--- src/rtl/core/rwpt_pkg.sv ---
package rwpt_pkg;

   localparam int COORD_BITS = 10;
   localparam int FRAC_BITS  = 8;
   localparam int ONE        = 1 << FRAC_BITS;
   localparam int MARGIN     = 20;
   localparam int MIN_SCALE  = (2 * ONE) / 100;
   localparam int NSTAGE     = 10;

   typedef enum logic [3:0] {
      CSR_BOX_X         = 4'd0,
      CSR_BOX_Y         = 4'd1,
      CSR_BOX_W         = 4'd2,
      CSR_BOX_H         = 4'd3,
      CSR_CORNER_RADIUS = 4'd4,
      CSR_WARP_FACTORS  = 4'd5,
      CSR_CORNER_TILT   = 4'd6,
      CSR_EYE_COLOR     = 4'd7
   } csr_index_type;

   // derived shape settings; the user keeps them static while pixels flow, the block does not enforce it
   typedef struct packed {
      logic [9:0]         w;
      logic [9:0]         h;
      logic [8:0]         r;
      logic [7:0]         tp;
      logic [7:0]         bp;
      logic [7:0]         tc;
      logic [7:0]         bc;
      logic signed [12:0] inner;
      logic signed [12:0] outer;
      logic               simple;
   } cfg_type;

   typedef struct packed {
      logic        m;
      logic        sok;
      logic        sen;
      logic [9:0]  sdx;
      logic [9:0]  sdy;
      logic        wok;
      logic        wen;
      logic [18:0] lx;
      logic [18:0] ly;
      logic [17:0] aw;
      logic [17:0] ah;
      logic [16:0] er;
   } geom_type;

   typedef struct packed {
      logic        ok;
      logic        en;
      logic [33:0] dxx;
      logic [33:0] dyy;
      logic [33:0] rr2;
   } sq_type;

   // signed q1.7 byte times 15 pixels, in q.8
   function automatic logic signed [12:0] tilt_q(input logic [7:0] b);
      logic signed [12:0] v;
      v = 13'(signed'(b));
      return v * 13'sd30;
   endfunction

endpackage

--- src/rtl/core/rwpt_div.sv ---
module rwpt_div import rwpt_pkg::*; (
   input  logic               clock,
   input  logic [1:0]         ld,
   input  logic signed [10:0] num_i,
   input  logic [9:0]         den,
   output logic [8:0]         q_o,
   output logic signed [10:0] num_o
);

   logic               zero_in, full_in;
   logic [9:0]         rem1_in, rem2_in;
   logic [3:0]         qh_in, ql_in;
   logic [10:0]        t1, t2;
   logic [8:0]         q_in;

   logic               zero_ff, full_ff;
   logic [9:0]         rem_ff;
   logic [3:0]         qh_ff;
   logic signed [10:0] num1_ff, num2_ff;
   logic [8:0]         q_ff;

   // first four quotient bits of num*256/den
   always_comb begin
      zero_in = (den == 10'd0) || num_i[10] || (num_i == 11'sd0);
      full_in = !zero_in && (num_i[9:0] >= den);
      rem1_in = num_i[9:0];
      qh_in   = 4'd0;
      t1      = 11'd0;
      for (int i = 0; i < 4; i++) begin
         t1 = {rem1_in, 1'b0};
         if (t1 >= {1'b0, den}) begin
            rem1_in = 10'(t1 - {1'b0, den});
            qh_in   = {qh_in[2:0], 1'b1};
         end else begin
            rem1_in = t1[9:0];
            qh_in   = {qh_in[2:0], 1'b0};
         end
      end
   end

   always_ff @(posedge clock) begin
      if (ld[0]) begin
         zero_ff <= zero_in;
         full_ff <= full_in;
         rem_ff  <= rem1_in;
         qh_ff   <= qh_in;
         num1_ff <= num_i;
      end
   end

   always_comb begin
      rem2_in = rem_ff;
      ql_in   = 4'd0;
      t2      = 11'd0;
      for (int i = 0; i < 4; i++) begin
         t2 = {rem2_in, 1'b0};
         if (t2 >= {1'b0, den}) begin
            rem2_in = 10'(t2 - {1'b0, den});
            ql_in   = {ql_in[2:0], 1'b1};
         end else begin
            rem2_in = t2[9:0];
            ql_in   = {ql_in[2:0], 1'b0};
         end
      end
      if (zero_ff)
         q_in = 9'd0;
      else if (full_ff)
         q_in = 9'(ONE);
      else
         q_in = {1'b0, qh_ff, ql_in};
   end

   always_ff @(posedge clock) begin
      if (ld[1]) begin
         q_ff    <= q_in;
         num2_ff <= num1_ff;
      end
   end

   assign q_o   = q_ff;
   assign num_o = num2_ff;

endmodule

--- config.mk ---
export PLATFORM = sky130hd
export DESIGN_NAME = rwpt_div
export DESIGN_NICKNAME = d
export VERILOG_FILES = /design/src/rtl/core/rwpt_pkg.sv /design/src/rtl/core/rwpt_div.sv
export SDC_FILE = /design/constraint.sdc
export NUM_CORES = 1
export LEC_CHECK = 0
export BUFFER_PORTS_ARGS = -buffer_cell sky130_fd_sc_hd__buf_2
export CORE_AREA = 2 2 106 108
export DETAILED_ROUTE_END_ITERATION = 8
export DIE_AREA = 0 0 108 110
export MAX_ROUTING_LAYER = met4
export PLACE_DENSITY_LB_ADDON = 0.2
export SYNTH_ARGS = -nofsm -noshare
export SYNTH_HDL_FRONTEND = slang
export SYNTH_SLANG_ARGS = --single-unit
--- constraint.sdc ---
create_clock -name clock -period 8.72 [get_ports clock]
set_input_delay 0.872 -clock clock [delete_from_list [all_inputs] [get_ports clock]]
set_output_delay 0.872 -clock clock [all_outputs]
set_load 0.005 [all_outputs]
==> metrics <==
WL per Instance=between 15 and 20 um; Die Span Y=between 100 and 150 um; Seq/Total Area, Yosys=about a quarter; GRT Util Overall=around 27%; critical path launch point=num_i[0]; Slew HR=roughly 53%; critical path launch point type=primary input; clock buffer depth=2; Max H-tree Level=2; initial antenna violation count=0; die area=between 10,000 and 15,000 um2; Async SR Flop Fraction=0%; first-pass GRT wire length=~25,000 um; Clock Latency Late Sink=0.30 ns; commonest register cell after synthesis=edfxtp_1; Vias per Instance=slightly above 6; critical path class=in2reg; 1st-iter DRT viols=between 300 and 400; vias in the first global route=4,959; YS warnings=0; Post-Syn Area per Cell=~9.5 um2; layout cell share with drive strength beyond 1=about 32%; skew final=about 0.0060 ns; Critical Path End Type=flop; met1 GRT Util=between 30% and 40%; Syn Std Cell Area=about 5600 um2; clk sink count=47; # diodes=0; M3 GR Usage=3.82%; Synth Net Count=between 700 and 800; Hold Crit Class=reg2reg; post-place setup slack=-0.306 ns; worst path bufs/invs=5; FF-to-FF Start=rem_ff[4]$_DFFE_PP_; CP Data Arrival Time=a little under 9 ns; Yosys cell types=65; worst hold path startpoint=num1_ff[6]$_DFFE_PP_; Worst Path Required=between 8 and 9 ns; Synth-to-Final Area Change=26.3%; CTS tree=done; GR peak layer=met2; CTS Buf Count=5; Setup violations, final=0; Worst-path clk slew=~0.080 ns; DR pass1 iterations=5; CP max stage cell=or4_4; Post-CTS Hold Fix Bufs=0; detailed-route via count=5,275; cell count after synthesis=595; pin count of the biggest net entering global routing=28; Routed WL=between 15,000 and 20,000 um; fillers=853; Final min period=8.59 ns; Die X=between 100 and 150 um; crit-path max FO=7; most frequent cell on the critical path=ha_4; Final WS setup=~0.13 ns; number of cell rows=38; unrepaired setup endpoints after global routing=yes; dominant delay contributor by cell family on the critical path=compound AO/OA/AOI/OAI gates; fmax=116 MHz; final slew viol count=0; number of flops mapped to enable cells by yosys=47; max capacitance violation total=0; port bufs=43; Core ar.=approximately 11,000 um2; RePlAce Congestion=around 1.1; final hold vios=0; status=complete, no violations; Remaining Overflow, GRT=0; Top Ports=between 40 and 50; CTS root buffer=clkbuf_8; Remaining DRCs=0; Post-DRT Antenna Nets=0; initial core utilization=between 50% and 60%; Slew @ Worst Pin=0.686 ns; dpl hpwl=roughly 12,000 um; Final #Nets=about 830; slowest stage delay, CP=0.53 ns; fin crit share=between 90 and 100%; Seq cells post-synth=47; grt met2 use=between 40 and 50%
-- cells in the final DEF, fill, tap and decap left out, drive strengths merged, types with 4 or more instances in the layout --
master	n
o21bai	4
nand4	4
edfxtp	47
xor2	12
a31oi	6
o31a	4
and2	8
a211oi	4
nor2	48
nor4	5
o21ai	34
ha	84
nor3	15
inv	24
a21oi	52
or2	4
clkbuf	5
o21a	15
a21o	21
mux2i	5
o211ai	5
nand2	26
or3	5
mux2	44
nand2b	12
and4	7
buf	130
nor2b	9
nand3	10
xnor2	32
-- cells in the mapped netlist (10+ instances only) --
cell	instances	area [um2]
xnor2_1	32	280
inv_1	22	82.6
nor3_1	15	75.1
nor2_1	48	180
o21a_1	14	105
o21ai_0	32	160
xor2_1	12	105
nand2_1	24	90.1
a21oi_1	52	260
a21o_1	21	158
nand3_1	10	50.1
nand2b_1	11	68.8
mux2_2	23	259
mux2_4	21	315
ha_1	84	1050
edfxtp_1	47	1410
-- stage by stage --
stage | util (%) | setup TNS, ns | instances | area (um2) | hold WS [ns]
final | 66.6 | 0 | 865 | 7120 | 0.425
after global routing | 66.6 | -0.633 | 865 | 7120 | 0.444
after CTS | 62.3 | 0 | 846 | 6660 | 0.426
after detailed placement | 61.0 | -2.96 | 838 | 6530 | 0.407
after global placement | 61.0 | -0.0483 | 838 | 6530 | 0.402
after floorplan | - | 0 | 595 | 5650 | 0.400
-- registers in the layout, indices dropped and copies added (netlist names) --
signal	count
full_ff	1
num1_ff	11
num_o	11
q_o	9
qh_ff	4
rem_ff	10
zero_ff	1
-- cell families (layout without fill, tap and decap cells) --
group,after synthesis,in the layout,share of synthesized area (%)
buf+inv,35,163,2.57
compound gates,174,174,20.4
fa+ha+maj,86,86,19.3
simple gates,160,162,14.8
mux,49,49,11.1
xor+xnor,44,44,6.83
flops,47,47,25.0
-- routing by layer --
metal  routed length, um  vias to the layer above  part of all wire (%)
met5                   0                        -                     0
met4                 480                        0                   3.0
met3                 880                       43                   5.4
met2                7530                      174                    46
met1                7310                     2532                    45
li1                    -                     2526                     -
-- area by class of cell --
class                           instances  area, um2  area share (%)
Multi-Input combinational cell        515       4380            61.5
Sequential cell                        47       1410            19.8
Timing Repair Buffer                  130        915            12.8
Tap cell                              140        175            2.46
Inverter                               25        105            1.48
Clock buffer                            5       68.8           0.966
Clock inverter                          3       67.6           0.949
-- path summary, 6_finish.rpt --
kind	to	depth (start not counted)	slack, ns
max	rem_ff[5]$_DFFE_PP_	36	0.13
min	num_o[6]$_DFFE_PP_	0	0.42
max reg2reg	q_o[0]$_SDFFCE_PP0P_	33	0.97
min reg2reg	num_o[6]$_DFFE_PP_	0	0.42
-- repair_timing --
item	CTS	global route
pin swaps	0	19
cloned	0	2
hold endpoints to repair	0	0
buffers inserted	0	17
resized for setup	1	56
endpoints found under the setup margin	8	12
Power is not shown: default switching activity piles up to over one toggle a cycle in this logic, so the estimate is an artifact.
