==> src/rtl/core/rwpt_pkg.sv <==
package rwpt_pkg;

   localparam int COORD_BITS = 10;
   localparam int FRAC_BITS  = 8;
   localparam int ONE        = 1 << FRAC_BITS;
   localparam int MARGIN     = 20;
   localparam int MIN_SCALE  = (2 * ONE) / 100;
   localparam int NSTAGE     = 10;

   typedef enum logic [3:0] {
      CSR_BOX_X         = 4'd0,
      CSR_BOX_Y         = 4'd1,
      CSR_BOX_W         = 4'd2,
      CSR_BOX_H         = 4'd3,
      CSR_CORNER_RADIUS = 4'd4,
      CSR_WARP_FACTORS  = 4'd5,
      CSR_CORNER_TILT   = 4'd6,
      CSR_EYE_COLOR     = 4'd7
   } csr_index_type;

   // derived shape settings; the user keeps them static while pixels flow, the block does not enforce it
   typedef struct packed {
      logic [9:0]         w;
      logic [9:0]         h;
      logic [8:0]         r;
      logic [7:0]         tp;
      logic [7:0]         bp;
      logic [7:0]         tc;
      logic [7:0]         bc;
      logic signed [12:0] inner;
      logic signed [12:0] outer;
      logic               simple;
   } cfg_type;

   typedef struct packed {
      logic        m;
      logic        sok;
      logic        sen;
      logic [9:0]  sdx;
      logic [9:0]  sdy;
      logic        wok;
      logic        wen;
      logic [18:0] lx;
      logic [18:0] ly;
      logic [17:0] aw;
      logic [17:0] ah;
      logic [16:0] er;
   } geom_type;

   typedef struct packed {
      logic        ok;
      logic        en;
      logic [33:0] dxx;
      logic [33:0] dyy;
      logic [33:0] rr2;
   } sq_type;

   // signed q1.7 byte times 15 pixels, in q.8
   function automatic logic signed [12:0] tilt_q(input logic [7:0] b);
      logic signed [12:0] v;
      v = 13'(signed'(b));
      return v * 13'sd30;
   endfunction

endpackage

==> src/rtl/core/rwpt_corner.sv <==
module rwpt_corner import rwpt_pkg::*; (
   input  logic     clock,
   input  logic [1:0] ld,
   input  cfg_type  cfg,
   input  geom_type g,
   output sq_type   sq_o
);

   logic signed [19:0] lxs, lys, ers, awe, ahe, dxl, dxr, dyt, dyb;
   logic               cl, cr, ct, cb, wen_in, en_in, ok_in;
   logic [16:0]        wdx, wdy, dx_in, dy_in, rr_in;

   logic               ok_ff, en_ff;
   logic [16:0]        dx_ff, dy_ff, rr_ff;
   sq_type             sq_in, sq_ff;

   // pick the corner a pixel falls in and its offsets from the arc centre
   always_comb begin
      lxs = signed'({1'b0, g.lx});
      lys = signed'({1'b0, g.ly});
      ers = signed'({3'b0, g.er});
      awe = signed'({2'b0, g.aw}) - ers;
      ahe = signed'({2'b0, g.ah}) - ers;
      cl  = lxs < ers;
      cr  = lxs >= awe;
      ct  = lys < ers;
      cb  = lys >= ahe;
      dxl = ers - lxs;
      dxr = lxs - awe;
      dyt = ers - lys;
      dyb = lys - ahe;
      wen_in = g.wen;
      if (cl && ct) begin
         wdx = dxl[16:0];
         wdy = dyt[16:0];
      end else if (cr && ct) begin
         wdx = dxr[16:0];
         wdy = dyt[16:0];
      end else if (cl && cb) begin
         wdx = dxl[16:0];
         wdy = dyb[16:0];
      end else if (cr && cb) begin
         wdx = dxr[16:0];
         wdy = dyb[16:0];
      end else begin
         wen_in = 1'b0;
         wdx    = 17'd0;
         wdy    = 17'd0;
      end
      if (cfg.simple) begin
         ok_in = g.m && g.sok;
         en_in = g.sen;
         dx_in = 17'(g.sdx);
         dy_in = 17'(g.sdy);
         rr_in = 17'(cfg.r);
      end else begin
         ok_in = g.m && g.wok;
         en_in = wen_in;
         dx_in = wdx;
         dy_in = wdy;
         rr_in = g.er;
      end
   end

   always_ff @(posedge clock) begin
      if (ld[0]) begin
         ok_ff <= ok_in;
         en_ff <= en_in;
         dx_ff <= dx_in;
         dy_ff <= dy_in;
         rr_ff <= rr_in;
      end
   end

   always_comb begin
      sq_in.ok  = ok_ff;
      sq_in.en  = en_ff;
      sq_in.dxx = 34'(dx_ff) * 34'(dx_ff);
      sq_in.dyy = 34'(dy_ff) * 34'(dy_ff);
      sq_in.rr2 = 34'(rr_ff) * 34'(rr_ff);
   end

   always_ff @(posedge clock) begin
      if (ld[1])
         sq_ff <= sq_in;
   end

   assign sq_o = sq_ff;

endmodule

==> config.mk <==
export PLATFORM = sky130hd
export DESIGN_NAME = rwpt_corner
export DESIGN_NICKNAME = d
export VERILOG_FILES = /design/src/rtl/core/rwpt_pkg.sv /design/src/rtl/core/rwpt_corner.sv
export SDC_FILE = /design/constraint.sdc
export NUM_CORES = 2
export LEC_CHECK = 0
export BUFFER_PORTS_ARGS = -buffer_cell sky130_fd_sc_hd__buf_2
export CAP_MARGIN = 10
export CORE_MARGIN = 2
export CORE_UTILIZATION = 35
export CTS_BUF_LIST = sky130_fd_sc_hd__clkbuf_4 sky130_fd_sc_hd__clkbuf_8
export DETAILED_ROUTE_END_ITERATION = 6
export GPL_ROUTABILITY_DRIVEN = 1
export PLACE_DENSITY = 0.57
export SYNTH_ARGS = -nofsm -noshare
export SYNTH_HDL_FRONTEND = slang
export SYNTH_SLANG_ARGS = --single-unit
==> constraint.sdc <==
create_clock -name clock -period 8.22 [get_ports clock]
set_clock_uncertainty 0.2 [all_clocks]
set_input_delay 0.411 -clock clock [delete_from_list [all_inputs] [get_ports clock]]
set_output_delay 0.411 -clock clock [all_outputs]
set_load 0.05 [all_outputs]
==> reports/metrics.yaml <==
cts:
  h-tree-depth: 4
  cts_buffers: 17
  clk_pin_slew_worst_paths_ns: 0.10
  cts_tree: "built"
  clockBufferDepth: 2
  cts_sinks: 154
  post_cts_resized: 0
  cts_root_buf: "clkbuf_8"
  holdBufCountCts: 27
  clock_latency_ns: 0.61
  post_cts_buffers: 0
layout:
  n_fill_cell: 10172
  fin_cells: 5353
  seqCellArea_um2: 4620
  final_cell_mix: "inv_1, fa_1, ha_1, nand2_1, buf_2"
  layout_commonest_cell: "inv_1"
  final_core_util_pct: 38.7
  design_area_um2: 38700
  drive_gt1_share_pct: 8.01
  multi_input_area_um2: 26900
  syn2layout_area_growth_pct: 9.58
  nets: 5275
drt:
  drt_iter0_drc: 1336
  wl_met3_um: 5920
  via_per_inst: 4.89
  ant_nets: 0
  drc: 0
  top_layer: "met5"
  wl_um: 91300
  vias: 26191
  wl_met1_um: 41800
  wl_per_cell_um: 17.1
  drtPass1Iterations: 7
  wl_met2_um: 41200
worst_setup_path:
  cpMostUsedCell: "fa_1"
  critical_path.cell_chain: "inv_1 -> nor2_1 -> fa_1 -> fa_1 -> fa_1 -> fa_1 -> fa_1 -> inv_1 -> fa_1 -> inv_1 -> ha_1 -> and3_1 -> a31oi_1 -> o21ai_0 -> or3_1 -> a211oi_1 -> nor2_1 -> a2111oi_0 -> buf_4 -> or4_1 -> nand4_1"
  startpoint: "dx_ff[11]$_SDFFCE_PP0P_"
  critPathLaunchType: "flop"
  r2r_start: "dx_ff[11]$_SDFFCE_PP0P_"
  worstPathArrival_ns: 7.71
  endpoint_kind: "flop"
  r2r_end: "sq_o[100]$_DFFE_PP_"
  worstPathMaxFanout: 13
  cp_top_family: "adder cells"
  crit_end: "sq_o[100]$_DFFE_PP_"
  crit_cells: 21
  r2r_cells: 21
  setup.worst_path.class: "reg -> reg"
  slowest_stage: "edfxtp_1"
  rrSetupSlack_ns: 0.66
  cp_data_required_time_ns: 8.37
  worst-path-buf-inv: 4
  critPathMaxStageDelay_ns: 0.72
die:
  core-area_um2: 100000
  start_util_pct: 35.3
  die_w_um: 322
  die_area_um2: 104000
  ios: 311
  die_h_um: 322
  rows: 116
logic_synthesis:
  syn_inst: 3816
  ys_warn_count: 0
  yosysSeqAreaShare_pct: 13.1
  syn_avg_cell_area_um2: 9.27
  synthArstFlopShare_pct: 0
  synth_edf_count: 154
  netlist.area_leader.share_pct: 32.6
  synth_area_um2: 35400
  ys.flop_type: "edfxtp_1"
  synth_seq_cells: 154
  yosysTopAreaCell: "fa_1"
  synthTopCellsByArea: "fa_1, ha_1, edfxtp_1, inv_1, nand2_1"
  synthDistinctLibCells: 82
placed_design:
  dp_hpwl_um: 77800
  portBuffers: 229
  placedCellCount: 5285
  place_area_um2: 38000
  gp_congestion: 0.880
sta:
  min_period_ns: 7.56
  slew_headroom_pct: 42.6
  tightest_slew_ns: 0.862
  final.setup.tns_ns: 0
  fin_crit_sh_pct: 92.0
  setup_viol: 0
  hold_violations: 0
  max_freq_mhz: 132
  slew_violations: 0
  rsz0062_at_grt: "false"
status:
  outcome: "finished clean"
global_route:
  grt_antenna_before_repair: 37
  track_usage_pct: 18.3
  overflow: 0
  grt_pass1_wl_um: 145000
  grt_pass1_vias: 27189
  grt_start_max_net_pins: 54
hold_path:
  hold_path.class: "in -> reg"
job:
  cap_violations: 0
final cells by class:
type / instances / share of cell area [%]
clock inverter: 11 / 0.568
timing repair buffer: 277 / 4.07
inverter: 940 / 9.11
clock buffer: 19 / 0.643
multi-input combinational: 2643 / 69.4
antenna: 11 / 0.0710
tap: 1298 / 4.19
sequential: 154 / 11.9
metrics by stage:
stage | hold slack [ns] | worst slack (ns)
CTS | 0.000742 | 0.664
detailed placement | 0.205 | 0.693
global placement | 0.204 | 0.851
floorplan | 0.200 | 1.64
global route | 0.0126 | 0.329
finish | 0.0611 | 0.656
synth_stat cells (5+ instances only):
| library cell | count |
|---|---|
| ha_1 | 459 |
| o21ai_0 | 93 |
| xor2_1 | 53 |
| or2_2 | 13 |
| fa_1 | 576 |
| clkbuf_1 | 75 |
| o31ai_1 | 12 |
| and2_1 | 169 |
| xnor2_1 | 132 |
| nand2b_1 | 17 |
| o21bai_1 | 33 |
| o211ai_1 | 12 |
| buf_4 | 5 |
| nand4_1 | 20 |
| or3_1 | 13 |
| nor2b_1 | 36 |
| edfxtp_1 | 154 |
| o21a_1 | 39 |
| o2111ai_1 | 5 |
| nand2_1 | 325 |
| nor2_1 | 132 |
| a311oi_1 | 8 |
| a22oi_1 | 11 |
| a21oi_1 | 145 |
| a31oi_1 | 23 |
| a211o_1 | 10 |
| and3_1 | 24 |
| a21boi_0 | 5 |
| a22o_1 | 5 |
| nand3_1 | 31 |
| nor3_1 | 40 |
| inv_1 | 940 |
| a221oi_1 | 5 |
| o22ai_1 | 7 |
| o21ai_1 | 10 |
| mux2i_1 | 9 |
| nor4_1 | 7 |
| a21o_1 | 63 |
| a211oi_1 | 22 |
| o221ai_1 | 5 |
routing by layer:
metal / track usage, % / up-vias
li1: - / 12520
met1: 24.8 / 12954
met2: 29.2 / 548
met3: 3.83 / 137
met4: 5.59 / 32
met5: 0 / -
worst min-delay path by stage:
stage,from,to,slack [ns],cells after the start
after CTS,g[101],dy_ff[8]$_DFFE_PP_,0.0007,3
after global placement,en_ff$_DFFE_PP_,sq_o[102]$_DFFE_PP_,0.20,0
after global routing,g[101],dy_ff[8]$_DFFE_PP_,0.01,3
after detailed placement,ok_ff$_DFFE_PP_,sq_o[103]$_DFFE_PP_,0.21,0
final,g[101],dy_ff[8]$_DFFE_PP_,0.06,3
after floorplan,en_ff$_DFFE_PP_,sq_o[102]$_DFFE_PP_,0.20,0
tightest hold or removal path, stage by stage:
cell and delay, ns:
buf_2 0.12, nand2_1 0.05, o21ai_1 0.13
sequential cells by signal, indices dropped and copies added (netlist names):
signal	count
dx_ff	17
sq_o	101
ok_ff	1
dy_ff	17
en_ff	1
rr_ff	17
logic make-up (layout without fill, tap and decap cells):
group	after synthesis	count (layout)	share of synthesized area, %
DFF	154	154	13.1
other	1	14	0.0106
adders and majority gates	1035	1035	48.8
AOI/OAI and AO/OA	562	562	10.6
and+or+nand+nor	845	845	11.6
xor gates and xnor gates	185	185	4.58
buffers and inverters	1021	1247	10.9
muxes	13	13	0.382
Power is left out: the tool's default activity adds up to more than one toggle a clock period on the data nets, which glitch-free logic cannot reach.
