### config.mk
export PLATFORM = sky130hd
export DESIGN_NAME = rwpt_geom
export DESIGN_NICKNAME = d
export VERILOG_FILES = /design/src/rtl/core/rwpt_pkg.sv /design/src/rtl/core/rwpt_geom.sv
export SDC_FILE = /design/constraint.sdc
export NUM_CORES = 2
export LEC_CHECK = 0
export ABC_AREA = 1
export BUFFER_PORTS_ARGS = -buffer_cell sky130_fd_sc_hd__buf_4
export CORE_ASPECT_RATIO = 0.8
export CORE_MARGIN = 5
export CORE_UTILIZATION = 45
export DETAILED_ROUTE_END_ITERATION = 7
export GPL_TIMING_DRIVEN = 0
export SYNTH_ARGS = -nofsm -noshare
export SYNTH_HDL_FRONTEND = slang
export SYNTH_SLANG_ARGS = --single-unit
### constraint.sdc
create_clock -name clock -period 8.6 [get_ports clock]
set_clock_uncertainty 0.05 [all_clocks]
set_input_delay 1.72 -clock clock [delete_from_list [all_inputs] [get_ports clock]]
set_output_delay 1.72 -clock clock [all_outputs]
set_load 0.02 [all_outputs]
### src/rtl/core/rwpt_pkg.sv
package rwpt_pkg;

   localparam int COORD_BITS = 10;
   localparam int FRAC_BITS  = 8;
   localparam int ONE        = 1 << FRAC_BITS;
   localparam int MARGIN     = 20;
   localparam int MIN_SCALE  = (2 * ONE) / 100;
   localparam int NSTAGE     = 10;

   typedef enum logic [3:0] {
      CSR_BOX_X         = 4'd0,
      CSR_BOX_Y         = 4'd1,
      CSR_BOX_W         = 4'd2,
      CSR_BOX_H         = 4'd3,
      CSR_CORNER_RADIUS = 4'd4,
      CSR_WARP_FACTORS  = 4'd5,
      CSR_CORNER_TILT   = 4'd6,
      CSR_EYE_COLOR     = 4'd7
   } csr_index_type;

   // derived shape settings; the user keeps them static while pixels flow, the block does not enforce it
   typedef struct packed {
      logic [9:0]         w;
      logic [9:0]         h;
      logic [8:0]         r;
      logic [7:0]         tp;
      logic [7:0]         bp;
      logic [7:0]         tc;
      logic [7:0]         bc;
      logic signed [12:0] inner;
      logic signed [12:0] outer;
      logic               simple;
   } cfg_type;

   typedef struct packed {
      logic        m;
      logic        sok;
      logic        sen;
      logic [9:0]  sdx;
      logic [9:0]  sdy;
      logic        wok;
      logic        wen;
      logic [18:0] lx;
      logic [18:0] ly;
      logic [17:0] aw;
      logic [17:0] ah;
      logic [16:0] er;
   } geom_type;

   typedef struct packed {
      logic        ok;
      logic        en;
      logic [33:0] dxx;
      logic [33:0] dyy;
      logic [33:0] rr2;
   } sq_type;

   // signed q1.7 byte times 15 pixels, in q.8
   function automatic logic signed [12:0] tilt_q(input logic [7:0] b);
      logic signed [12:0] v;
      v = 13'(signed'(b));
      return v * 13'sd30;
   endfunction

endpackage

### src/rtl/core/rwpt_geom.sv
module rwpt_geom import rwpt_pkg::*; (
   input  logic               clock,
   input  logic [3:0]         ld,
   input  cfg_type            cfg,
   input  logic [8:0]         nx,
   input  logic [8:0]         ny,
   input  logic signed [10:0] rx,
   input  logic signed [10:0] ry,
   output geom_type           g_o
);

   // stage a: margin, products of the normalised position
   logic signed [12:0] rx13, ry13, wl, hl;
   logic [9:0]         omy, nx2, pf;
   logic               lo, m_in;
   logic signed [21:0] rnum_in;
   logic [15:0]        cprod_in;
   logic [8:0]         dist_in;
   logic [16:0]        pprod_in;

   logic               m3_ff;
   logic signed [21:0] rnum_ff;
   logic [15:0]        cprod_ff;
   logic [8:0]         dist_ff;
   logic [16:0]        pprod_ff;
   logic signed [10:0] rx3_ff, ry3_ff;

   always_comb begin
      rx13 = 13'(rx);
      ry13 = 13'(ry);
      wl   = signed'({3'b0, cfg.w}) + 13'(MARGIN);
      hl   = signed'({3'b0, cfg.h}) + 13'(MARGIN);
      m_in = (rx13 >= -13'(MARGIN)) && (rx13 < wl) && (ry13 >= -13'(MARGIN)) && (ry13 < hl);
      omy  = 10'(ONE) - {1'b0, ny};
      rnum_in = 22'(cfg.inner) * 22'(signed'({1'b0, omy}))
              + 22'(cfg.outer) * 22'(signed'({1'b0, ny}));
      cprod_in = 16'(ny) * 16'(omy);
      lo   = nx < 9'(ONE / 2);
      dist_in = lo ? 9'((9'(ONE / 2) - nx) << 1) : 9'((nx - 9'(ONE / 2)) << 1);
      nx2  = {nx, 1'b0};
      pf   = lo ? (10'(ONE) - nx2) : (nx2 - 10'(ONE));
      pprod_in = 17'(lo ? cfg.tp : cfg.bp) * 17'(pf);
   end

   always_ff @(posedge clock) begin
      if (ld[0]) begin
         m3_ff    <= m_in;
         rnum_ff  <= rnum_in;
         cprod_ff <= cprod_in;
         dist_ff  <= dist_in;
         pprod_ff <= pprod_in;
         rx3_ff   <= rx;
         ry3_ff   <= ry;
      end
   end

   // stage b: row offset, column curve and pinch
   logic signed [13:0] rowoff;
   logic signed [20:0] ax_in;
   logic [8:0]         curve;
   logic [7:0]         pinch_in;
   logic [16:0]        tcc_in, bcc_in, pd_in;

   logic               m4_ff;
   logic signed [20:0] ax4_ff;
   logic signed [10:0] rx4_ff, ry4_ff;
   logic [16:0]        tcc_ff, bcc_ff, pd_ff;
   logic [7:0]         pinch4_ff;

   always_comb begin
      // truncate toward zero
      rowoff = 14'(rnum_ff >>> FRAC_BITS);
      if (rnum_ff[21] && (rnum_ff[7:0] != 8'd0))
         rowoff = rowoff + 14'sd1;
      ax_in    = 21'(signed'({rx3_ff, 8'b0})) - 21'(rowoff);
      curve    = 9'(10'(ONE) - 10'(cprod_ff >> 6));
      pinch_in = pprod_ff[15:8];
      tcc_in   = 17'(cfg.tc) * 17'(curve);
      bcc_in   = 17'(cfg.bc) * 17'(curve);
      pd_in    = 17'(pinch_in) * 17'(dist_ff);
   end

   always_ff @(posedge clock) begin
      if (ld[1]) begin
         m4_ff     <= m3_ff;
         ax4_ff    <= ax_in;
         rx4_ff    <= rx3_ff;
         ry4_ff    <= ry3_ff;
         tcc_ff    <= tcc_in;
         bcc_ff    <= bcc_in;
         pd_ff     <= pd_in;
         pinch4_ff <= pinch_in;
      end
   end

   // stage c: edge inset, column height, plain box test and its corner offsets
   logic [16:0]        left_in, right_in;
   logic [8:0]         hs0, hs;
   logic [17:0]        colh_in;
   logic               sok_in, sen_in;
   logic [9:0]         sdx_in, sdy_in;
   logic signed [11:0] r12, w12, h12, rx12, ry12, wr, hr, dxl, dxr, dyt, dyb;
   logic               cl, cr, ct, cb;

   logic               m5_ff, sok5_ff, sen5_ff;
   logic signed [20:0] ax5_ff;
   logic signed [10:0] ry5_ff;
   logic [16:0]        left5_ff, right5_ff;
   logic [17:0]        colh5_ff;
   logic [7:0]         pinch5_ff;
   logic [9:0]         sdx5_ff, sdy5_ff;

   always_comb begin
      left_in  = 17'((18'(tcc_ff[15:8]) * 18'(cfg.w)) >> 1);
      right_in = 17'((18'(bcc_ff[15:8]) * 18'(cfg.w)) >> 1);
      hs0      = 9'(10'(ONE) - 10'(pd_ff[15:8]));
      hs       = (hs0 < 9'(MIN_SCALE)) ? 9'(MIN_SCALE) : hs0;
      colh_in  = 18'(cfg.h) * 18'(hs);
      sok_in   = (ax4_ff >= 21'sd0) && (ax4_ff < signed'({3'b0, cfg.w, 8'b0}))
              && (ry4_ff >= 11'sd0) && (ry4_ff < signed'({1'b0, cfg.h}));
      r12  = signed'({3'b0, cfg.r});
      w12  = signed'({2'b0, cfg.w});
      h12  = signed'({2'b0, cfg.h});
      rx12 = 12'(rx4_ff);
      ry12 = 12'(ry4_ff);
      wr   = w12 - r12;
      hr   = h12 - r12;
      cl   = rx12 < r12;
      cr   = rx12 >= wr;
      ct   = ry12 < r12;
      cb   = ry12 >= hr;
      dxl  = r12 - rx12 - 12'sd1;
      dxr  = rx12 - wr;
      dyt  = r12 - ry12 - 12'sd1;
      dyb  = ry12 - hr;
      sen_in = 1'b1;
      if (cl && ct) begin
         sdx_in = dxl[9:0];
         sdy_in = dyt[9:0];
      end else if (cr && ct) begin
         sdx_in = dxr[9:0];
         sdy_in = dyt[9:0];
      end else if (cl && cb) begin
         sdx_in = dxl[9:0];
         sdy_in = dyb[9:0];
      end else if (cr && cb) begin
         sdx_in = dxr[9:0];
         sdy_in = dyb[9:0];
      end else begin
         sen_in = 1'b0;
         sdx_in = 10'd0;
         sdy_in = 10'd0;
      end
   end

   always_ff @(posedge clock) begin
      if (ld[2]) begin
         m5_ff     <= m4_ff;
         ax5_ff    <= ax4_ff;
         ry5_ff    <= ry4_ff;
         left5_ff  <= left_in;
         right5_ff <= right_in;
         colh5_ff  <= colh_in;
         pinch5_ff <= pinch4_ff;
         sok5_ff   <= sok_in;
         sen5_ff   <= sen_in;
         sdx5_ff   <= sdx_in;
         sdy5_ff   <= sdy_in;
      end
   end

   // stage d: warped box bounds and corner radius
   logic [17:0]        top, effr;
   logic [18:0]        bot;
   logic signed [20:0] ay, lefts, effrs, tops, bots;
   logic [8:0]         omp;
   geom_type           g_in, g_ff;

   always_comb begin
      top   = 18'(({cfg.h, 8'b0} - colh5_ff) >> 1);
      bot   = 19'(top) + 19'(colh5_ff);
      effr  = {cfg.w, 8'b0} - 18'(right5_ff);
      ay    = 21'(signed'({ry5_ff, 8'b0}));
      lefts = signed'({4'b0, left5_ff});
      effrs = signed'({3'b0, effr});
      tops  = signed'({3'b0, top});
      bots  = signed'({2'b0, bot});
      omp   = 9'(ONE) - {1'b0, pinch5_ff};
      g_in.m   = m5_ff;
      g_in.sok = sok5_ff;
      g_in.sen = sen5_ff;
      g_in.sdx = sdx5_ff;
      g_in.sdy = sdy5_ff;
      g_in.wok = (ax5_ff >= lefts) && (ax5_ff < effrs) && (ay >= tops) && (ay < bots);
      g_in.wen = (cfg.r != 9'd0) && (pinch5_ff < 8'(ONE / 2));
      g_in.lx  = 19'(ax5_ff - lefts);
      g_in.ly  = 19'(ay - tops);
      g_in.aw  = effr - 18'(left5_ff);
      g_in.ah  = colh5_ff;
      g_in.er  = 17'(17'(cfg.r) * 17'(omp));
   end

   always_ff @(posedge clock) begin
      if (ld[3])
         g_ff <= g_in;
   end

   assign g_o = g_ff;

endmodule

==> impl_metrics.env <==
export IMPL_wl_met1_um=64580
export IMPL_wirelength_um=133500
export IMPL_dr_first_iter_drc_count=2339
export IMPL_grt_max_degree=97
export IMPL_route_met2_wl_um=57220
export IMPL_clk_latency_ps=630
export IMPL_cp_max_fo=10
export IMPL_gp_congestion=0.9442
export IMPL_met3_length_um=8628
export IMPL_grt_overflow=0
export IMPL_crit_top_cell="fa_1"
export IMPL_synth_top_cell_area_share_pct=25.56
export IMPL_finish_utilization_pct=49.94
export IMPL_cts_buffer_depth=3
export IMPL_clock_fmax_mhz=119.3
export IMPL_min_path_type="flip-flop to flip-flop"
export IMPL_ys_seq_area_share_pct=21.85
export IMPL_antenna_found_initial=5
export IMPL_multi_input_area_mm2=0.03436
export IMPL_worstRegToRegCells=30
export IMPL_start_kind="primary input"
export IMPL_drv_cap=0
export IMPL_core_area_mm2=0.1142
export IMPL_slowest_stage="fa_1"
export IMPL_die_area_mm2=0.1214
export IMPL_hold_violations=0
export IMPL_die_h_um=312.7
export IMPL_row_count=111
export IMPL_maxSlewViolCount=0
export IMPL_end_kind="flip-flop"
export IMPL_slowest_delay_ps=530
export IMPL_start_util_pct=45.14
export IMPL_holdPathStages=0
export IMPL_wl_per_cell_um=17.25
export IMPL_cts_htree_levels=2
export IMPL_syn_to_final_growth_pct=10.65
export IMPL_yosys_warnings=0
export IMPL_syn_area_mm2=0.05153
export IMPL_worst_pin_slew_ps=1113
export IMPL_cts_tree="done"
export IMPL_seqCellArea_mm2=0.01126
export IMPL_critPathBufInv=9
export IMPL_cp_top_family="adder cells"
export IMPL_cp_num_cells=32
export IMPL_drive_above_1_share_pct=6.698
export IMPL_grt_pass1_wl_um=215200
export IMPL_cts_hold_buf=0
export IMPL_final_net_count=7583
export IMPL_drt_first_pass_iters=6
export IMPL_placed_cells_incl_taps=7641
export IMPL_slew_headroom_pct=25.77
export IMPL_ios=249
export IMPL_drcViolationCount=0
export IMPL_synth_area_top_cells="fa_1 26%, edfxtp_1 22%, ha_1 15%"
export IMPL_synthCells=5888
export IMPL_clk_pin_slew_ps=60
export IMPL_worst_setup_path_type="primary input to flip-flop"
export IMPL_pre_cts_slack_ps=-1071
export IMPL_grt_pass1_vias=39328
export IMPL_postRouteAntennaNets=0
export IMPL_worst_slack_ps=219.3
export IMPL_cts_inserted_buffers=49
export IMPL_grtUsageTotal_pct=22.22
export IMPL_fin_crit_ps=8381
export IMPL_synth_area_per_cell_um2=8.752
export IMPL_ys_async_sr_fraction_pct=0
export IMPL_num_vias=38528
export IMPL_instances_no_fill=7741
export IMPL_highest_layer="met4"
export IMPL_cp_arrival_ps=8690
export IMPL_yosys_cell_types_count=63
export IMPL_cp_required_ps=8900
export IMPL_dpl_hpwl_um=111900
export IMPL_finalCritPeriodShare_pct=97.45
export IMPL_synth_main_ff_cell="edfxtp_1"
export IMPL_status="complete, no violations"
export IMPL_die_x_um=388.3
export IMPL_setup_tns_ps=0
export IMPL_synth_edf_count=375
export IMPL_portBuffers=226
export IMPL_ys_ff_latch=375
export IMPL_fillCellCount=10917
export IMPL_syn_nets=7296
export IMPL_setup_viol=0
export IMPL_yosysTopAreaCell="fa_1"
export IMPL_viasPerCell=4.977
export IMPL_root_buffer="clkbuf_16"
export IMPL_cts_sinks=375
==> metal layers <==
| metal | up-vias | GRT usage [%] |
|---|---|---|
| met2 | 1052 | 33.79 |
| met5 | - | 0 |
| met4 | 0 | 5.426 |
| met1 | 18595 | 33.52 |
| li1 | 18733 | - |
| met3 | 148 | 3.186 |
==> worst reg2reg max path: cells and delay by family (launching register included) <==
family / cells / cell delay, ps
adder cells (fa/ha/maj): 6 / 2630
AND/OR/NAND/NOR: 12 / 1920
AO/OA/AOI/OAI: 6 / 1290
buffers and inverters: 5 / 470
flip-flops: 1 / 410
XOR/XNOR: 1 / 150
==> layout by cell type (no fill, tap or decap), types with 49 or more instances in the layout <==
cell,netlist,routed
nand2_1,1127,1127
buf_4,1,237
o21ai_0,125,124
edfxtp_1,375,375
nand3_1,100,100
nor2_1,366,364
ha_1,617,611
xnor2_1,97,97
clkbuf_16,0,49
xor2_1,227,227
a21oi_1,267,267
fa_1,658,658
clkbuf_1,98,99
inv_1,1461,1454
==> repair_timing <==
item / in CTS / in global routing
pin swaps: 0 / 7
buffers inserted: 0 / 8
gates resized for setup: 9 / 46
setup endpoints to repair: 6 / 6
==> path summary, 6_finish.rpt <==
path | from | slack, ps | endpoint
worst max-delay path | ny[1] | 220 | rnum_ff[17]$_DFFE_PP_
worst min-delay path | sdx5_ff[9]$_DFFE_PP_ | 360 | g_o[112]$_DFFE_PP_
worst max register to register | pd_ff[8]$_DFFE_PP_ | 1430 | colh5_ff[16]$_DFFE_PP_
worst min register to register | sdx5_ff[9]$_DFFE_PP_ | 360 | g_o[112]$_DFFE_PP_
==> synth_stat cells, types with 5 or more instances <==
cell	instances
ha_1	617
a221oi_1	6
o21ai_1	12
nor2_1	366
a31o_2	5
o211ai_1	10
nand3_1	100
clkinv_1	5
a31oi_1	10
a21o_1	20
edfxtp_1	375
o21a_1	6
o221ai_1	7
nand2_2	15
a21boi_0	8
nand3b_1	5
nor2_4	7
o21ai_0	125
o22ai_1	8
or2_2	5
clkbuf_1	98
nor4_1	13
o21bai_1	26
inv_1	1461
xnor2_1	97
nand4_1	35
o31ai_1	13
nand3_2	9
nor2_2	11
buf_2	5
or3_1	7
a211oi_1	12
nor3_1	41
a21oi_1	267
xor2_1	227
o2111ai_1	8
nand2_1	1127
buf_1	12
o21ai_2	5
fa_1	658
==> metrics by stage <==
step / cell area, um2 / hold slack, ps
after floorplan: 51530 / 350.3
after global placement: 55140 / 351.3
after detailed placement: 55200 / 354.5
after CTS: 56820 / 354.7
after global routing: 57020 / 364.9
final: 57020 / 357.5
==> state kept, by name, indices dropped and copies added, names as in the netlist, 9 cells and up <==
signal	flops
rx3_ff	11
ry3_ff	11
g_o	116
ax4_ff	20
left5_ff	17
colh5_ff	18
rnum_ff	22
right5_ff	17
rx4_ff	11
ry5_ff	11
cprod_ff	9
sdy5_ff	10
ax5_ff	20
ry4_ff	11
sdx5_ff	10
==> cell families (layout without fill, tap and decap cells) <==
kind of cell / Yosys count / after routing / synth area share, %
compound gates: 565 / 565 / 6.379
buf+inv: 1588 / 1911 / 11.62
other cells: 0 / 5 / 0
simple gates: 1757 / 1757 / 13.98
fa+ha+maj: 1275 / 1275 / 40.54
flops: 375 / 375 / 21.85
xor+xnor: 328 / 328 / 5.633
==> cell type report <==
cell class / count / area share, %
diodes: 5 / 0.02194
plain buffers: 118 / 0.8865
clock buffers: 57 / 2.203
clock inverters: 30 / 0.6101
inverters: 1470 / 9.726
multi-input cells: 3925 / 60.27
flip-flops and latches: 375 / 19.75
well taps: 1525 / 3.346
repair buffers: 236 / 3.191
Power is left out: the tool's default activity adds up to more than one toggle a clock period on the data nets, which glitch-free logic cannot reach.
